File: src/hdl/cfe_pkg.sv
// Shared types and constants of the comb filter energy unit.
package cfe_pkg;

  localparam int SAMPLE_BITS   = 16;
  localparam int PERIOD_BITS   = 12;
  localparam int COUNT_BITS    = 4;
  localparam int ENERGY_BITS   = 63;
  localparam int SEEN_BITS     = 24;
  localparam int APB_ADDR_BITS = 3;
  localparam int APB_DATA_BITS = 32;

  // register index, taken from paddr[2]
  localparam logic REG_PERIOD = 1'b0;
  localparam logic REG_COUNT  = 1'b1;

  localparam logic [ENERGY_BITS-1:0] ENERGY_MAX = '1;
  localparam logic [SEEN_BITS-1:0]   SEEN_MAX   = '1;

  typedef struct packed {
    logic signed [SAMPLE_BITS-1:0] sample;
    logic                          band_end;
    logic                          group_end;
  } cfe_in_t;

  typedef struct packed {
    logic [ENERGY_BITS-1:0] energy;
    logic                   saturated;
  } cfe_out_t;

  typedef struct packed {
    logic push;
    logic clear;
  } cfe_acc_ctl_t;

  typedef struct packed {
    logic                   busy;
    logic                   saturated;
    logic [ENERGY_BITS-1:0] energy;
  } cfe_acc_sts_t;

endpackage

File: src/hdl/cfe_energy_acc.sv
// Square and saturating sum of comb outputs, three register stages.
module cfe_energy_acc
  import cfe_pkg::*;
#(
  parameter int YW = 20
) (
  input  logic                 clk,
  input  logic                 rst_n,
  input  cfe_acc_ctl_t         ctl,
  input  logic signed [YW-1:0] y,
  output cfe_acc_sts_t         sts
);

  localparam int MX = (YW > 33) ? YW : 33;
  localparam int MW = (YW < 32) ? YW : 32;

  logic signed [YW-1:0]     y_r;
  logic                     v1_r;
  logic [2*MW-1:0]          sq_r;
  logic                     big_r;
  logic                     v2_r;
  logic [ENERGY_BITS-1:0]   energy_r;
  logic                     sat_r;

  logic [YW-1:0]            mag;
  logic [MX-1:0]            mag_x;
  logic [MW-1:0]            mag_lo;
  logic [ENERGY_BITS+1:0]   sum;
  logic                     over;

  always_comb begin
    mag    = y_r[YW-1] ? YW'(-y_r) : YW'(y_r);
    mag_x  = MX'(mag);
    mag_lo = mag_x[MW-1:0];
    sum    = (ENERGY_BITS+2)'(energy_r) + (ENERGY_BITS+2)'(sq_r);
    over   = big_r || (sum[ENERGY_BITS+1:ENERGY_BITS] != 2'b00);
  end

  always_ff @(posedge clk) begin
    y_r  <= y;
    sq_r <= (2*MW)'(mag_lo) * (2*MW)'(mag_lo);
    big_r <= |mag_x[MX-1:32];
  end

  always_ff @(posedge clk) begin
    if (!rst_n) begin
      v1_r     <= 1'b0;
      v2_r     <= 1'b0;
      energy_r <= '0;
      sat_r    <= 1'b0;
    end else begin
      v1_r <= ctl.push;
      v2_r <= v1_r;
      if (ctl.clear) begin
        energy_r <= '0;
        sat_r    <= 1'b0;
      end else if (v2_r) begin
        if (over) begin
          energy_r <= ENERGY_MAX;
          sat_r    <= 1'b1;
        end else begin
          energy_r <= sum[ENERGY_BITS-1:0];
        end
      end
    end
  end

  assign sts.busy      = v1_r | v2_r;
  assign sts.saturated = sat_r;
  assign sts.energy    = energy_r;

endmodule

File: config.mk
export PLATFORM = sky130hd
export DESIGN_NAME = cfe_energy_acc
export DESIGN_NICKNAME = d
export VERILOG_FILES = /design/src/hdl/cfe_pkg.sv /design/src/hdl/cfe_energy_acc.sv
export SDC_FILE = /design/constraint.sdc
export NUM_CORES = 1
export LEC_CHECK = 0
export BUFFER_PORTS_ARGS = -buffer_cell sky130_fd_sc_hd__buf_2
export CAP_MARGIN = 20
export CORE_AREA = 4 4 194 196
export CTS_CLUSTER_DIAMETER = 120
export DETAILED_ROUTE_END_ITERATION = 10
export DIE_AREA = 0 0 198 200
export GPL_TIMING_DRIVEN = 0
export PLACE_DENSITY = 0.75
export SYNTH_ARGS = -nofsm -noshare
export SYNTH_HDL_FRONTEND = slang
export SYNTH_SLANG_ARGS = --single-unit
File: constraint.sdc
create_clock -name clk -period 15.21 [get_ports clk]
set_clock_uncertainty 0.1 [all_clocks]
set_input_delay 1.521 -clock clk [delete_from_list [all_inputs] [get_ports clk]]
set_output_delay 1.521 -clock clk [all_outputs]
set_load 0.01 [all_outputs]
# Word-level counts from Yosys, hierarchy flattened
# Index checks and enable logic that the tools add are counted.
# op_classes
reduce_logical	3
mul	1
magnitude_cmp	0
eq_ne	0
add_sub_neg	2
shifts	0
n_bitwise	2
n_mux	2
div_mod_pow	0
# op_table
op	count
$add 63x40->64	1
$mux 63	1
$mul 20x20->40	1
$mux 20	1
$neg 20->20	1
$reduce_and 2->1	1
$reduce_bool 2->1	1
$reduce_or 2->1	1
$not 1->1	1
$or 1x1->1	1
# totals
elab_cells	16
ramBits	0
mem_count	0
latch_bits	0
mem_bits_ro	0
ff_bits	126

# Logic depth before layout (Yosys ltp)
# depth
ltp_word	3
ltp_mapped	34

# Worst setup path before layout
# Ideal clock, no wire load.
# synth_timing
path_kind	register to register
start	register y_r[6]
end	register sq_r[38]
n_path_buf	1
stages_incl_launch_ff	30
arrival_time_ns	8.377
path_slack_ns	6.596
path_cell_list	dfxtp_1 -> or4_1 -> or3_1 -> o31ai_1 -> xnor2_1 -> inv_1 -> clkbuf_1 -> nor2_1 -> fa_1 -> fa_1 -> inv_1 -> fa_1 -> inv_1 -> fa_1 -> fa_1 -> fa_1 -> inv_1 -> fa_1 -> inv_1 -> ha_1 -> a21oi_1 -> nand2_1 -> a211o_1 -> a21o_1 -> a31o_2 -> a211o_1 -> a221oi_1 -> o211a_1 -> o41ai_1 -> xor2_1
# synth_via
elab_chain_cells	3
# synth_rtl
item	line	rtl
from (decl)	cfe_energy_acc.sv:17	logic signed [YW-1:0] y_r;
from (signal assigned)	cfe_energy_acc.sv:40	y_r <= y;
$neg 20->20	cfe_energy_acc.sv:32	mag = y_r[YW-1] ? YW'(-y_r) : YW'(y_r);
$mux 20 *	cfe_energy_acc.sv:32	
$mul 20x20->40 *	cfe_energy_acc.sv:41	sq_r <= (2*MW)'(mag_lo) * (2*MW)'(mag_lo);
to (signal assigned)	cfe_energy_acc.sv:41	
to (decl)	cfe_energy_acc.sv:19	logic [2*MW-1:0] sq_r;
# Every way passes the cells marked *; elsewhere a longest branch is shown, timed or not.
# A chain may end at the register's enable or synchronous reset.

# Worst setup path after layout
# layout_timing
start	register y_r[0]
end	register sq_r[36]
# Same word-level chain as after synthesis.

==> results by stage <==
Finish:
- The count of antenna diodes in the layout is 0.
- The multi-input combinational cell area is around 0.013 mm2.
- The count of fill cells added during filler insertion is about 3.3k.
- The number of nets at the end of the flow is 2628.
- At the end of the flow the core is filled with cells to 53.8%.
- The area growth from synthesis to layout is 9.45%.
- The combined flip-flop and latch cell area is ~0.0025 mm2.
- The fraction of final layout cells sized beyond drive strength 1 is 6.70%.

Synthesis:
- The sequential cell area fraction in the yosys report is between 10 and 15%.
- For this run, the leading register cell type out of synthesis is sky130_fd_sc_hd__dfxtp_1.
- For this run, asynchronously set or reset flops after synthesis account for 0%.
- Synthesis handed over a netlist of between 2k and 2.5k instances.
- The number of unique standard cell types used by synthesis is between 70 and 80.
- Yosys attributes the largest share of cell area to sky130_fd_sc_hd__fa_1 32%, sky130_fd_sc_hd__dfxtp_1 14%, sky130_fd_sc_hd__ha_1 13%.
- The netlist area before placement is 0.0177 mm2.
- The flop and latch count out of synthesis is ~130.
- The share of the synthesized area in the top cell type is 31.7%.
- Sorting the synthesized cells by how often they occur yields 408 x sky130_fd_sc_hd__inv_1, 281 x sky130_fd_sc_hd__fa_1, 186 x sky130_fd_sc_hd__ha_1, 178 x sky130_fd_sc_hd__nand2_1, 132 x sky130_fd_sc_hd__nor2_1.
- The number of warning messages in the yosys log is 0.
- The leading cell type by number of instances after synthesis is sky130_fd_sc_hd__inv_1.
- Dividing the synthesized area by the synthesized cell count gives between 8 and 9 um2.
- The number of enable-type register cells in the synthesized netlist is 0.
- The cell type with the highest aggregate area in the netlist is sky130_fd_sc_hd__fa_1.

Critical path:
- In this run the critical register-to-register path is captured at sq_r[36]$_DFF_P_.
- The worst register-to-register path begins at y_r[0]$_DFF_P_.
- The number of cells on the worst reg-to-reg path is 29.
- The start-to-end type of the worst setup path is reg -> reg.
- On the worst path, the slowest cell contributes a delay of between 0.8 and 0.9 ns.
- The setup check on the worst reg-to-reg path leaves a slack of 4.53 ns.
- The arrival time reported for the critical path endpoint is about 11 ns.
- The worst setup path is captured at a flop.
- The worst setup path is launched from a flop.
- The worst-path cell with the longest stage delay is sky130_fd_sc_hd__xor2_1.
- Counting stages on the worst path, the most repeated cell is sky130_fd_sc_hd__fa_1.
- For the worst setup path, the data required time is approximately 15 ns.
- The maximum net fanout on the critical path is 11.

Die:
- For this configuration, the core starts out at a cell density of roughly half.
- The overall die width is 198 um.
- The floorplan has 70 rows.
- The die covers slightly below 0.04 mm2.
- 89 I/O pins were placed.
- The vertical die dimension is 200 um.
- The area inside the core boundary is 0.0361 mm2.

Drt:
- The iteration count of the initial detailed-routing pass is 6.
- The count of routing violations after the opening detailed-route iteration is around 1.2k.
- The count of nets left with antenna violations once routing finished came out at 0.
- The routed length per placed instance is between 15 and 20 um.
- For this block, the via count after detailed routing is about 15k.
- The detailed-route wire length is around 46000 um.
- In the routed design, unresolved DRC markers number 0.
- The via count normalized by instance count is approximately 5.6.

STA:
- The aggregate negative setup slack is 0 ns.
- Setup repair after global routing left no endpoint under its margin.
- The final-report setup violation count is 0.
- The count of pins over their slew limit is 0.
- Headroom to the max-slew limit came out at around 23%.
- Setup slack closes at between 4 and 5 ns.
- The final worst-path cycle share is a little over two thirds.
- The top achievable clock speed is ~94 MHz.
- The routed design could run at a clock period as short as between 10 and 15 ns.
- The final count of hold timing violations is 0.
- The transition time at the pin with the least slew margin is 1.15 ns.

Min path:
- For hold timing, the worst endpoint is sq_r[0]$_DFF_P_.
- The number of stages on the worst hold path is 0.
- In this run the worst hold path is classified as reg -> reg.
- The startpoint of the most critical hold path is y_r[0]$_DFF_P_.

GRT:
- The initial antenna violation count is 0.
- The via count of the first global-routing pass was around 15k.
- The total overflow left after global routing is 0.
- Across every metal layer, demand over resource in global routing totals between 20% and 30%.
- Entering global routing, the biggest net connects 17 pins.
- The global-route wire length before repair is between 70000 and 80000 um.

Clock tree:
- The hold buffer count at cts is 0.
- The CTS buffer count is 17.
- Clock-pin slew was measured on the worst setup and hold paths at 0.07 ns.
- The number of instances resized during post-cts repair is 0.
- The number of levels the H-tree was split into is 4.
- The clock sink count is approximately 130.
- The longest clock path from root to sink contains 2 buffers.
- For the worst-skew pair, the clock arrives at the later sink with an insertion delay of between 0.4 and 0.5 ns.
- The CTS tree is built.
- The clock root buffer is sky130_fd_sc_hd__clkbuf_16.
- The number of setup buffers added after CTS is 0.

Status:
- The run finished with clean final reports.

Job:
- The number of max-cap violations is 0.

Place:
- Detailed placement ended at an HPWL of 37900 um.
- The number of port buffers is approximately 90.
- Routability-driven placement finished with a final weighted congestion of approximately 1.1.
- OpenSTA, run right after detailed placement, puts the worst setup slack at 4.70 ns.
## cells in the final DEF (no fill, tap or decap), types with 17 or more instances in the layout
cell type,n
sky130_fd_sc_hd__inv_1,408
sky130_fd_sc_hd__ha_1,186
sky130_fd_sc_hd__nor2_1,132
sky130_fd_sc_hd__dfxtp_1,125
sky130_fd_sc_hd__o21ai_0,84
sky130_fd_sc_hd__nand2_1,178
sky130_fd_sc_hd__clkbuf_16,17
sky130_fd_sc_hd__o21bai_1,24
sky130_fd_sc_hd__xnor2_1,65
sky130_fd_sc_hd__nand4_1,21
sky130_fd_sc_hd__buf_2,90
sky130_fd_sc_hd__a21o_1,42
sky130_fd_sc_hd__xor2_1,40
sky130_fd_sc_hd__clkbuf_1,58
sky130_fd_sc_hd__nand3_1,24
sky130_fd_sc_hd__fa_1,281
sky130_fd_sc_hd__a21oi_1,128
## worst max-delay path by stage
| stage | start | to | slack (ns) | cells past startpoint |
|---|---|---|---|---|
| after global placement | y_r[0]$_DFF_P_ | sq_r[36]$_DFF_P_ | 4.86 | 30 |
| after CTS | y_r[0]$_DFF_P_ | sq_r[36]$_DFF_P_ | 4.64 | 29 |
| after detailed placement | y_r[0]$_DFF_P_ | sq_r[36]$_DFF_P_ | 4.70 | 29 |
| after global routing | y_r[0]$_DFF_P_ | sq_r[36]$_DFF_P_ | 4.11 | 29 |
| after floorplan | y_r[6]$_DFF_P_ | sq_r[38]$_DFF_P_ | 6.60 | 29 |
| final | y_r[0]$_DFF_P_ | sq_r[36]$_DFF_P_ | 4.53 | 29 |
## worst max-delay path: cells and delay by family, from the launching register on
family	cells	cell delay [ns]
buffers and inverters	6	1.41
xor gates and xnor gates	2	1.03
and+or+nand+nor	3	0.54
AOI/OAI and AO/OA	9	2.68
adders and majority gates	9	4.36
DFF	1	0.47
## state kept, by name, summed over array words and instances (netlist names)
signal and flops:
sat_r 1, v2_r 1, v1_r 1, y_r 20
sq_r 39, energy_r 63
## kinds of logic (layout without fill, tap and decap cells)
logic type / Yosys count / in the layout / synth area share (%)
fa+ha+maj: 467 / 467 / 44.8
flops: 125 / 125 / 14.1
buf+inv: 480 / 600 / 10.2
compound gates: 379 / 379 / 13.7
mux: 3 / 3 / 0.183
simple gates: 455 / 455 / 11.7
other cells: 2 / 16 / 0.0423
xor+xnor: 105 / 105 / 5.19
## layout make-up
cell class	count	share of cell area (%)
sequential	125	12.9
buffer	67	1.35
clock buffer	20	2.30
multi-input combinational	1425	69.4
timing repair buffer	88	2.27
tap	468	3.02
clock inverter	12	0.780
inverter	413	7.99
## layer usage
metal | part of all wire (%) | track usage [%]
met5 | 0 | 0
met4 | 3.8 | 9.28
met3 | 8.8 | 4.62
met2 | 47 | 39.7
met1 | 40 | 30.9
## through the flow
stage	hold WS [ns]	cells	instance area, um2
after CTS	0.381	2618	19400
after global placement	0.355	2586	18800
final	0.372	2618	19400
after global routing	0.394	2618	19400
after floorplan	0.287	2030	17800
after detailed placement	0.369	2586	18800
Power is not shown: default switching activity piles up to over one toggle a cycle in this logic, so the estimate is an artifact.
